==> src/rtl/nerc_pkg.sv <==
package nerc_pkg;

   // field widths
   localparam int LABEL_BITS  = 16;
   localparam int TAG_BITS    = 16;
   localparam int ENABLE_BITS = 7;

   // node queue between classifier and net tracker
   localparam int Q_DEPTH    = 4;
   localparam int Q_PTR_BITS = $clog2(Q_DEPTH);
   localparam int Q_CNT_BITS = $clog2(Q_DEPTH + 1);

   // node kinds
   localparam logic [2:0] KIND_POWER  = 3'd2;
   localparam logic [2:0] KIND_MARKER = 3'd3;
   localparam logic [2:0] KIND_PIN    = 3'd4;

   // pin electrical types
   localparam logic [2:0] ELEC_IN      = 3'd0;
   localparam logic [2:0] ELEC_OUT     = 3'd1;
   localparam logic [2:0] ELEC_TRI     = 3'd2;
   localparam logic [2:0] ELEC_OC      = 3'd3;
   localparam logic [2:0] ELEC_PASSIVE = 3'd4;
   localparam logic [2:0] ELEC_BIDIR   = 3'd5;
   localparam logic [2:0] ELEC_NC      = 3'd6;

   // node types
   localparam logic [2:0] NODE_UNKNOWN   = 3'd0;
   localparam logic [2:0] NODE_PASSIVE   = 3'd1;
   localparam logic [2:0] NODE_INPUT     = 3'd2;
   localparam logic [2:0] NODE_OUTPUT    = 3'd3;
   localparam logic [2:0] NODE_BIDIR     = 3'd4;
   localparam logic [2:0] NODE_POWER     = 3'd5;
   localparam logic [2:0] NODE_NOCONNECT = 3'd6;

   // net types, locked error codes sit above NET_ERR_BASE
   localparam logic [3:0] NET_UNKNOWN   = 4'd0;
   localparam logic [3:0] NET_PASSIVE   = 4'd1;
   localparam logic [3:0] NET_INPUT     = 4'd2;
   localparam logic [3:0] NET_OUTPUT    = 4'd3;
   localparam logic [3:0] NET_BIDIR     = 4'd4;
   localparam logic [3:0] NET_POWER     = 4'd5;
   localparam logic [3:0] NET_NOCONNECT = 4'd6;
   localparam logic [3:0] NET_ERR_BASE  = 4'd6;
   localparam logic [3:0] NET_LOCK_MIN  = 4'd7;

   localparam logic [1:0] LINK_MAX = 2'd3;

   typedef enum logic [3:0] {
      ERR_NONE        = 4'd0,
      ERR_SINGLE_LINK = 4'd1,
      ERR_POWER_CLASH = 4'd2,
      ERR_NC_CONFLICT = 4'd3,
      ERR_NO_DRIVER   = 4'd4,
      ERR_OUTPUTS     = 4'd5,
      ERR_OUT_POWER   = 4'd6,
      ERR_STRAY       = 4'd7,
      ERR_OUT_BIDIR   = 4'd8,
      ERR_POWER_BIDIR = 4'd9
   } err_code_type;

   typedef struct packed {
      logic [2:0]            node_kind;
      logic [2:0]            pin_elec;
      logic                  pin_is_power;
      logic [LABEL_BITS-1:0] power_label;
      logic [TAG_BITS-1:0]   node_tag;
      logic                  last_of_net;
   } req_type;

   typedef struct packed {
      err_code_type        error_code;
      logic [TAG_BITS-1:0] locator_tag;
   } rsp_type;

   // classified node as it travels through the queue
   typedef struct packed {
      logic                  is_power_sym;
      logic                  counts_link;
      logic                  takes_tag;
      logic [2:0]            node_type;
      logic [LABEL_BITS-1:0] label;
      logic [TAG_BITS-1:0]   tag;
      logic                  last;
   } node_class_type;

   function automatic logic [3:0] lock_of(input err_code_type code);
      return NET_ERR_BASE + code;
   endfunction

   function automatic logic [2:0] pin_type(input logic [2:0] elec, input logic is_power);
      logic [2:0] res;
      res = NODE_UNKNOWN;
      if (is_power) begin
         res = NODE_POWER;
      end else begin
         unique case (elec)
            ELEC_IN:      res = NODE_INPUT;
            ELEC_OUT:     res = NODE_OUTPUT;
            ELEC_TRI:     res = NODE_BIDIR;
            ELEC_OC:      res = NODE_BIDIR;
            ELEC_PASSIVE: res = NODE_PASSIVE;
            ELEC_BIDIR:   res = NODE_BIDIR;
            ELEC_NC:      res = NODE_NOCONNECT;
            default:      res = NODE_UNKNOWN;
         endcase
      end
      return res;
   endfunction

   // 7x7 net type step, net type against node type
   function automatic logic [3:0] net_step(input logic [3:0] kind, input logic [2:0] nt);
      logic [3:0] res;
      res = kind;
      unique case (kind)
         NET_UNKNOWN: begin
            res = {1'b0, nt};
         end
         NET_PASSIVE, NET_INPUT: begin
            unique case (nt)
               NODE_PASSIVE:   res = NET_PASSIVE;
               NODE_OUTPUT:    res = NET_OUTPUT;
               NODE_BIDIR:     res = NET_BIDIR;
               NODE_POWER:     res = NET_POWER;
               NODE_NOCONNECT: res = lock_of(ERR_NC_CONFLICT);
               default:        res = kind;
            endcase
         end
         NET_OUTPUT: begin
            unique case (nt)
               NODE_OUTPUT:    res = lock_of(ERR_OUTPUTS);
               NODE_BIDIR:     res = lock_of(ERR_OUT_BIDIR);
               NODE_POWER:     res = lock_of(ERR_POWER_BIDIR);
               NODE_NOCONNECT: res = lock_of(ERR_NC_CONFLICT);
               default:        res = kind;
            endcase
         end
         NET_BIDIR: begin
            unique case (nt)
               NODE_OUTPUT:    res = lock_of(ERR_OUT_BIDIR);
               NODE_POWER:     res = lock_of(ERR_POWER_BIDIR);
               NODE_NOCONNECT: res = lock_of(ERR_NC_CONFLICT);
               default:        res = kind;
            endcase
         end
         NET_POWER: begin
            unique case (nt)
               NODE_OUTPUT:    res = lock_of(ERR_OUT_POWER);
               NODE_BIDIR:     res = lock_of(ERR_POWER_BIDIR);
               NODE_NOCONNECT: res = lock_of(ERR_NC_CONFLICT);
               default:        res = kind;
            endcase
         end
         NET_NOCONNECT: begin
            res = (nt == NODE_UNKNOWN) ? kind : lock_of(ERR_NC_CONFLICT);
         end
         default: begin
            res = kind;
         end
      endcase
      return res;
   endfunction

   function automatic logic code_enabled(input err_code_type code,
                                         input logic [ENABLE_BITS-1:0] en);
      logic res;
      res = 1'b0;
      unique case (code)
         ERR_SINGLE_LINK:                 res = en[0];
         ERR_POWER_CLASH:                 res = en[1];
         ERR_NC_CONFLICT:                 res = en[2];
         ERR_NO_DRIVER:                   res = en[3];
         ERR_OUTPUTS, ERR_OUT_BIDIR:      res = en[4];
         ERR_OUT_POWER, ERR_POWER_BIDIR:  res = en[5];
         ERR_STRAY:                       res = en[6];
         default:                         res = 1'b0;
      endcase
      return res;
   endfunction

endpackage

==> src/rtl/nerc_front.sv <==
module nerc_front
   import nerc_pkg::*;
(
   input  logic           req_valid,
   input  req_type        req_data,
   input  logic           q_full,
   output logic           req_ready,
   output logic           push,
   output node_class_type cls
);

   assign req_ready = !q_full;
   assign push      = req_valid && req_ready;

   // decode one node into what the net tracker needs
   always_comb begin
      cls              = '0;
      cls.label        = req_data.power_label;
      cls.tag          = req_data.node_tag;
      cls.last         = req_data.last_of_net;
      unique case (req_data.node_kind)
         KIND_POWER: begin
            cls.is_power_sym = 1'b1;
            cls.takes_tag    = 1'b1;
            cls.node_type    = NODE_POWER;
         end
         KIND_MARKER: begin
            cls.counts_link  = 1'b1;
            cls.takes_tag    = 1'b1;
            cls.node_type    = NODE_PASSIVE;
         end
         KIND_PIN: begin
            cls.counts_link  = 1'b1;
            cls.takes_tag    = 1'b1;
            cls.node_type    = pin_type(req_data.pin_elec, req_data.pin_is_power);
         end
         default: begin
            cls.node_type    = NODE_UNKNOWN;
         end
      endcase
   end

endmodule

==> src/rtl/nerc_queue.sv <==
module nerc_queue
   import nerc_pkg::*;
(
   input  logic           clock,
   input  logic           reset,
   input  logic           push,
   input  node_class_type push_data,
   input  logic           pop,
   output logic           pop_valid,
   output node_class_type pop_data,
   output logic           full
);

   node_class_type          entries_ff [Q_DEPTH];
   logic [Q_PTR_BITS-1:0]   wr_ptr_ff, wr_ptr_in;
   logic [Q_PTR_BITS-1:0]   rd_ptr_ff, rd_ptr_in;
   logic [Q_CNT_BITS-1:0]   count_ff, count_in;

   function automatic logic [Q_PTR_BITS-1:0] ptr_next(input logic [Q_PTR_BITS-1:0] p);
      return (p == Q_PTR_BITS'(Q_DEPTH - 1)) ? '0 : p + 1'b1;
   endfunction

   assign full      = (count_ff == Q_CNT_BITS'(Q_DEPTH));
   assign pop_valid = (count_ff != '0);
   assign pop_data  = entries_ff[rd_ptr_ff];

   always_comb begin
      wr_ptr_in = push ? ptr_next(wr_ptr_ff) : wr_ptr_ff;
      rd_ptr_in = pop  ? ptr_next(rd_ptr_ff) : rd_ptr_ff;
      count_in  = count_ff;
      if (push && !pop) begin
         count_in = count_ff + 1'b1;
      end else if (pop && !push) begin
         count_in = count_ff - 1'b1;
      end
   end

   always_ff @(posedge clock) begin
      if (reset) begin
         wr_ptr_ff <= '0;
         rd_ptr_ff <= '0;
         count_ff  <= '0;
      end else begin
         wr_ptr_ff <= wr_ptr_in;
         rd_ptr_ff <= rd_ptr_in;
         count_ff  <= count_in;
      end
   end

   always_ff @(posedge clock) begin
      if (push) begin
         entries_ff[wr_ptr_ff] <= push_data;
      end
   end

endmodule

==> src/rtl/nerc_back.sv <==
module nerc_back
   import nerc_pkg::*;
(
   input  logic                   clock,
   input  logic                   reset,
   input  logic [ENABLE_BITS-1:0] error_enable,
   input  logic                   q_valid,
   input  node_class_type         q_data,
   output logic                   pop,
   output logic                   rsp_valid,
   input  logic                   rsp_ready,
   output rsp_type                rsp_data
);

   logic [3:0]            net_kind_ff, net_kind_in, kind_upd, kind_now;
   logic [1:0]            link_count_ff, link_count_in, link_upd;
   logic                  label_seen_ff, label_seen_in, seen_upd;
   logic [LABEL_BITS-1:0] first_label_ff, first_label_in, label_upd;
   logic [TAG_BITS-1:0]   held_tag_ff, held_tag_in, tag_upd;
   logic                  rsp_valid_ff, rsp_valid_in;
   rsp_type               rsp_data_ff, rsp_data_in;
   logic                  locked, clash, finish;
   err_code_type          code;

   assign pop    = q_valid && (!q_data.last || !rsp_valid_ff || rsp_ready);
   assign finish = pop && q_data.last;

   // per-node update of the net state
   always_comb begin
      locked    = (net_kind_ff >= NET_LOCK_MIN);
      clash     = q_data.is_power_sym && label_seen_ff && (first_label_ff != q_data.label);
      kind_upd  = net_kind_ff;
      link_upd  = link_count_ff;
      seen_upd  = label_seen_ff;
      label_upd = first_label_ff;
      tag_upd   = held_tag_ff;
      if (!locked) begin
         if (q_data.takes_tag) begin
            tag_upd = q_data.tag;
         end
         if (q_data.is_power_sym && !label_seen_ff) begin
            seen_upd  = 1'b1;
            label_upd = q_data.label;
         end
         if (q_data.counts_link && link_count_ff != LINK_MAX) begin
            link_upd = link_count_ff + 1'b1;
         end
         kind_upd = clash ? lock_of(ERR_POWER_CLASH) : net_step(net_kind_ff, q_data.node_type);
      end
   end

   // end-of-net rules
   always_comb begin
      kind_now = kind_upd;
      if (link_upd == 2'd1 && kind_upd != NET_NOCONNECT) begin
         kind_now = lock_of(ERR_SINGLE_LINK);
      end
      if (kind_now >= NET_LOCK_MIN) begin
         code = err_code_type'(kind_now - NET_ERR_BASE);
      end else if (kind_now == NET_UNKNOWN) begin
         code = (link_upd != 2'd0) ? ERR_STRAY : ERR_NONE;
      end else if (kind_now == NET_INPUT) begin
         code = ERR_NO_DRIVER;
      end else begin
         code = ERR_NONE;
      end
      if (!code_enabled(code, error_enable)) begin
         code = ERR_NONE;
      end
   end

   always_comb begin
      net_kind_in    = q_data.last ? NET_UNKNOWN : kind_upd;
      link_count_in  = q_data.last ? 2'd0 : link_upd;
      label_seen_in  = q_data.last ? 1'b0 : seen_upd;
      first_label_in = q_data.last ? '0 : label_upd;
      held_tag_in    = q_data.last ? '0 : tag_upd;
      rsp_data_in.error_code  = code;
      rsp_data_in.locator_tag = tag_upd;
      if (finish) begin
         rsp_valid_in = 1'b1;
      end else if (rsp_ready) begin
         rsp_valid_in = 1'b0;
      end else begin
         rsp_valid_in = rsp_valid_ff;
      end
   end

   always_ff @(posedge clock) begin
      if (reset) begin
         net_kind_ff    <= NET_UNKNOWN;
         link_count_ff  <= '0;
         label_seen_ff  <= 1'b0;
         first_label_ff <= '0;
         held_tag_ff    <= '0;
         rsp_valid_ff   <= 1'b0;
      end else begin
         if (pop) begin
            net_kind_ff    <= net_kind_in;
            link_count_ff  <= link_count_in;
            label_seen_ff  <= label_seen_in;
            first_label_ff <= first_label_in;
            held_tag_ff    <= held_tag_in;
         end
         rsp_valid_ff <= rsp_valid_in;
      end
   end

   always_ff @(posedge clock) begin
      if (finish) begin
         rsp_data_ff <= rsp_data_in;
      end
   end

   assign rsp_valid = rsp_valid_ff;
   assign rsp_data  = rsp_data_ff;

endmodule

==> src/rtl/net_electrical_rule_classifier_core.sv <==
// Net electrical rule classifier. Nodes of a net arrive one request per node, the
// last one flagged by last_of_net; each finished net yields one response with the
// error code (0 when clean or when that error's enable bit is off) and the tag of the
// last power, marker or pin node taken before the net locked. Requests are taken one
// per cycle for as long as the response side keeps up: the node classifier feeds a
// four-entry queue and the net tracker drains one node per cycle into the response
// register, so rsp_valid is registered and rises once the tracker takes the node ending its net.
// Only a stalled response holds the tracker, and only once the node at the head of
// the queue ends a net; the queue then holds that node and up to three more before
// req_ready drops. The error enable register resets to all ones and should be
// written only while no net is in flight.
module net_electrical_rule_classifier_core
   import nerc_pkg::*;
(
   input  logic                   clock,
   input  logic                   reset,
   // node requests
   input  logic                   req_valid,
   output logic                   req_ready,
   input  req_type                req_data,
   // per-net responses
   output logic                   rsp_valid,
   input  logic                   rsp_ready,
   output rsp_type                rsp_data,
   // error enable register write
   input  logic                   csr_valid,
   output logic                   csr_ready,
   input  logic [ENABLE_BITS-1:0] csr_data
);

   logic [ENABLE_BITS-1:0] error_enable_ff, error_enable_in;
   logic                   q_full, push, pop, q_valid;
   node_class_type         cls, q_data;

   // enable register, always writable
   assign csr_ready       = 1'b1;
   assign error_enable_in = (csr_valid && csr_ready) ? csr_data : error_enable_ff;

   always_ff @(posedge clock) begin
      if (reset) begin
         error_enable_ff <= '1;
      end else begin
         error_enable_ff <= error_enable_in;
      end
   end

   // front: decode each node kind and pin type
   nerc_front u_front (
      .req_valid (req_valid),
      .req_data  (req_data),
      .q_full    (q_full),
      .req_ready (req_ready),
      .push      (push),
      .cls       (cls)
   );

   // decoupling queue
   nerc_queue u_queue (
      .clock     (clock),
      .reset     (reset),
      .push      (push),
      .push_data (cls),
      .pop       (pop),
      .pop_valid (q_valid),
      .pop_data  (q_data),
      .full      (q_full)
   );

   // back: net type tracking, end-of-net rules, response register
   nerc_back u_back (
      .clock        (clock),
      .reset        (reset),
      .error_enable (error_enable_ff),
      .q_valid      (q_valid),
      .q_data       (q_data),
      .pop          (pop),
      .rsp_valid    (rsp_valid),
      .rsp_ready    (rsp_ready),
      .rsp_data     (rsp_data)
   );

endmodule

==> config.mk <==
export PLATFORM = sky130hd
export DESIGN_NAME = net_electrical_rule_classifier_core
export DESIGN_NICKNAME = d
export VERILOG_FILES = /design/src/rtl/nerc_pkg.sv /design/src/rtl/nerc_front.sv /design/src/rtl/nerc_queue.sv /design/src/rtl/nerc_back.sv /design/src/rtl/net_electrical_rule_classifier_core.sv
export SDC_FILE = /design/constraint.sdc
export NUM_CORES = 1
export LEC_CHECK = 0
export BUFFER_PORTS_ARGS = -buffer_cell sky130_fd_sc_hd__buf_2
export CAP_MARGIN = 20
export CORE_ASPECT_RATIO = 1.1
export CORE_MARGIN = 2
export CORE_UTILIZATION = 64
export CTS_BUF_LIST = sky130_fd_sc_hd__clkbuf_8
export DETAILED_ROUTE_END_ITERATION = 6
export PLACE_DENSITY = 0.84
export SETUP_SLACK_MARGIN = 0.5
export SLEW_MARGIN = 20
export SYNTH_ARGS = -nofsm -noshare
export SYNTH_HDL_FRONTEND = slang
export SYNTH_SLANG_ARGS = --single-unit
==> constraint.sdc <==
create_clock -name clock -period 8.65 [get_ports clock]
set_input_delay 0.4325 -clock clock [delete_from_list [all_inputs] [get_ports clock]]
set_output_delay 0.4325 -clock clock [all_outputs]
set_load 0.02 [all_outputs]
==> impl_metrics.toml <==
[layout]
most-common-layout-cells = "176 x edfxtp_1, 72 x buf_2, 70 x nor2_1, 54 x dfxtp_1, 42 x clkbuf_8"
multi_input_area_sq_um = 3190
drive_above_1_share = 0.271
antennaDiodeCount = 0
nFillCells = 881
register_area_sq_um = 6410
area_growth_pct = 12.1
layout_commonest_cell = "edfxtp_1"
nNetsFinal = 794
final_area_sq_um = 11000

[timing]
finalHoldViolCount = 0
skew_ns = 0.0193
setup_violations = 0
worst_pin_slew_ns = 1.11
relSlewSlack = 0.262
fin_crit_sh = 0.565
fmax_mhz = 205
drv_slew = 0
hold_slack_ns = 0.123
grt_setup_unrepaired = "false"
period_minus_slack_ns = 4.89
tns_ns = 0

[power]
power.clock.fraction = 0.209
power_density_nw_per_um2 = 370
peakVddDrop_mv = 0.225
power_frac_seq = 0.387
p_int_mw = 2.56
p_leak_nw = 3.86
switching_share = 0.368
power_frac_comb = 0.404
p_switching_mw = 1.50

[cts]
postCtsSetupBuffers = 0
clock-sinks = 232
clk_latency_ns = 0.52
cts.clk_slew.worst_paths_ns = 0.06
numCtsBuffers = 37
cts_tree = "built"
cts_resized = 0
clk_path_buf_depth = 3
root_buffer = "clkbuf_8"
htree_num_levels = 2
cts.hold.buffers_added = 0

[global_route]
antenna_found_initial = 0
grt_first_pass_wirelength_um = 31000
gr-total-overflow = 0
grt.total_usage = 0.247
grt_max_degree = 55
grt_pass1_vias = 6141

[logic_synthesis]
seq_area_frac_synth = 0.653
synth_xor_area_frac = 0.0222
synth_compound_area_frac = 0.0900
yosys_warnings = 0
synth_edf_count = 176
netlist_instances = 652
synth_seq_cells = 232
synthAdderAreaFrac = 0.0123
syn_area_sq_um = 9800
synth-async-reset-ratio = 0
synth.distinct_cells = 70
syn_nets = 713
synth.area.mux_share = 0.118
syn-mean-instance-area_sq_um = 15.0
yosys.area_share.simple = 0.0819
synth_ff_type = "edfxtp_1"
synth_top_family_by_area = "multiplexers"

[flow_run]
max_cap_violations = 0

[detailed_routing]
totalWireLength_um = 19500
drtIter0Drc = 641
drt-pass1-iter-count = 5
ant_nets = 0
vias = 6034
viasPerCell = 6.31
drcViolationCount = 0
drt-wirelength-per-cell_um = 20.4

[setup_path]
reg2reg_setup_slack_ns = 3.76
worstPathArrival_ns = 5.14
critPathMaxFanout = 23
endpoint_kind = "register"
cp.required_ns = 8.90
worstSetupStartpointType = "register"
crit_type = "register to register"

[die]
fp.dieArea_sq_um = 16300
initial_core_util = 0.654
coreArea_sq_um = 15000
die_h_um = 134
rows = 47
die_width_um = 122
ios = 75

[placement]
port_buffers = 73
gp_congestion = 0.845
place_area_sq_um = 10300
dp_hpwl_um = 11800

[hold_path]
hp-class = "input pin to register"

[outcome]
status = "completed"
## flip-flops by register name, summed over array words and instances, names as in the netlist, named ones only
| name | cells |
|---|---|
| u_back.first_label_ff | 16 |
| u_queue.wr_ptr_ff | 2 |
| u_back.link_count_ff | 2 |
| u_queue.entries_ff | 156 |
| u_back.net_kind_ff | 4 |
| u_back.rsp_valid | 1 |
| error_enable_ff | 7 |
| u_queue.count_ff | 3 |
| u_back.rsp_data | 20 |
| u_back.label_seen_ff | 1 |
| u_queue.rd_ptr_ff | 2 |
| u_back.held_tag_ff | 16 |
## per-stage QoR
stage / setup WS [ns] / cells / total power, mW / utilization
final: 3.76 / 957 / 4.06 / 0.733
after global routing: 3.49 / 957 / 4.28 / 0.733
after CTS: 3.73 / 956 / 4.05 / 0.731
after detailed placement: 3.75 / 889 / 3.20 / 0.685
after global placement: 3.98 / 889 / 3.11 / 0.685
after floorplan: 5.12 / 652 / 2.87 / -
## cell usage after synthesis (4+ instances only)
library cell  instances  area share
a211o_1               8      0.0071
a21oi_1              19      0.0097
a22oi_1              34       0.026
and2_1                7      0.0045
and3_1                5      0.0032
buf_2                 6      0.0031
clkbuf_1             24      0.0092
dfxtp_1              56        0.11
edfxtp_1            176        0.54
ha_1                  8       0.010
inv_1                 8      0.0031
mux2_2               19       0.022
mux2i_1               6      0.0061
mux4_2               39       0.090
nand2_1              20      0.0077
nand2b_1              6      0.0038
nand3_1               5      0.0026
nand4_1               4      0.0026
nor2_1               70       0.027
nor2b_1              12      0.0077
nor3_1                6      0.0031
nor4_1                4      0.0026
nor4b_1               4      0.0036
o21ai_0              10      0.0051
or3_1                 5      0.0032
xnor2_1              18       0.016
xor2_1                5      0.0045
## critical path, cell delays in order, from the launching register on
cell	delay, ns
dfxtp_2	0.75
buf_4	0.52
mux4_2	0.60
xnor2_1	0.18
nand4_1	0.23
o41ai_4	0.66
o221ai_1	0.27
nand2_1	0.18
ha_1	0.24
a211oi_1	0.08
a211oi_2	0.49
mux2i_1	0.30
o211ai_2	0.11
## kinds of logic after synthesis
family,count (synthesis)
and+or+nand+nor,160
buffers and inverters,45
DFF,232
other,1
adders and majority gates,9
muxes,64
xor gates and xnor gates,24
AOI/OAI and AO/OA,117
## layout make-up
class                      instances  share of cell area
sequential                       232               0.583
multi-input combinational        375               0.290
clock buffer                      42              0.0526
timing repair buffer              79              0.0387
tap                              196              0.0223
clock inverter                    25              0.0101
inverter                           8             0.00273
## power groups by stage
stage	clock network [mW]	logic (mW)	registers, mW
after global placement	0	1.53	1.58
after CTS	0.862	1.62	1.57
final	0.850	1.64	1.57
after floorplan	0	1.30	1.57
after detailed placement	0	1.61	1.59
after global routing	0.919	1.77	1.59
## path summary, 6_finish.rpt
check,from,to,depth (start not counted)
worst max-delay path,register,u_back.rsp_data[16]$_SDFFCE_PN0P_,12
worst min-delay path,csr_data[2],error_enable_ff[2]$_SDFFE_PP1P_,2
worst max register to register,register,u_back.rsp_data[16]$_SDFFCE_PN0P_,12
worst min register to register,u_back.held_tag_ff[11]$_SDFFE_PP0P_,u_back.held_tag_ff[11]$_SDFFE_PP0P_,2
## metal layers
| layer | vias up | part of all wire | GRT usage |
|---|---|---|---|
| met2 | 213 | 0.54 | 0.435 |
| met1 | 3068 | 0.39 | 0.298 |
| met4 | 0 | 0.019 | 0.0939 |
| met3 | 34 | 0.058 | 0.0510 |
| li1 | 2719 | - | - |
| met5 | - | 0 | 0 |
Note: power is estimated with default switching activity, not from simulation.
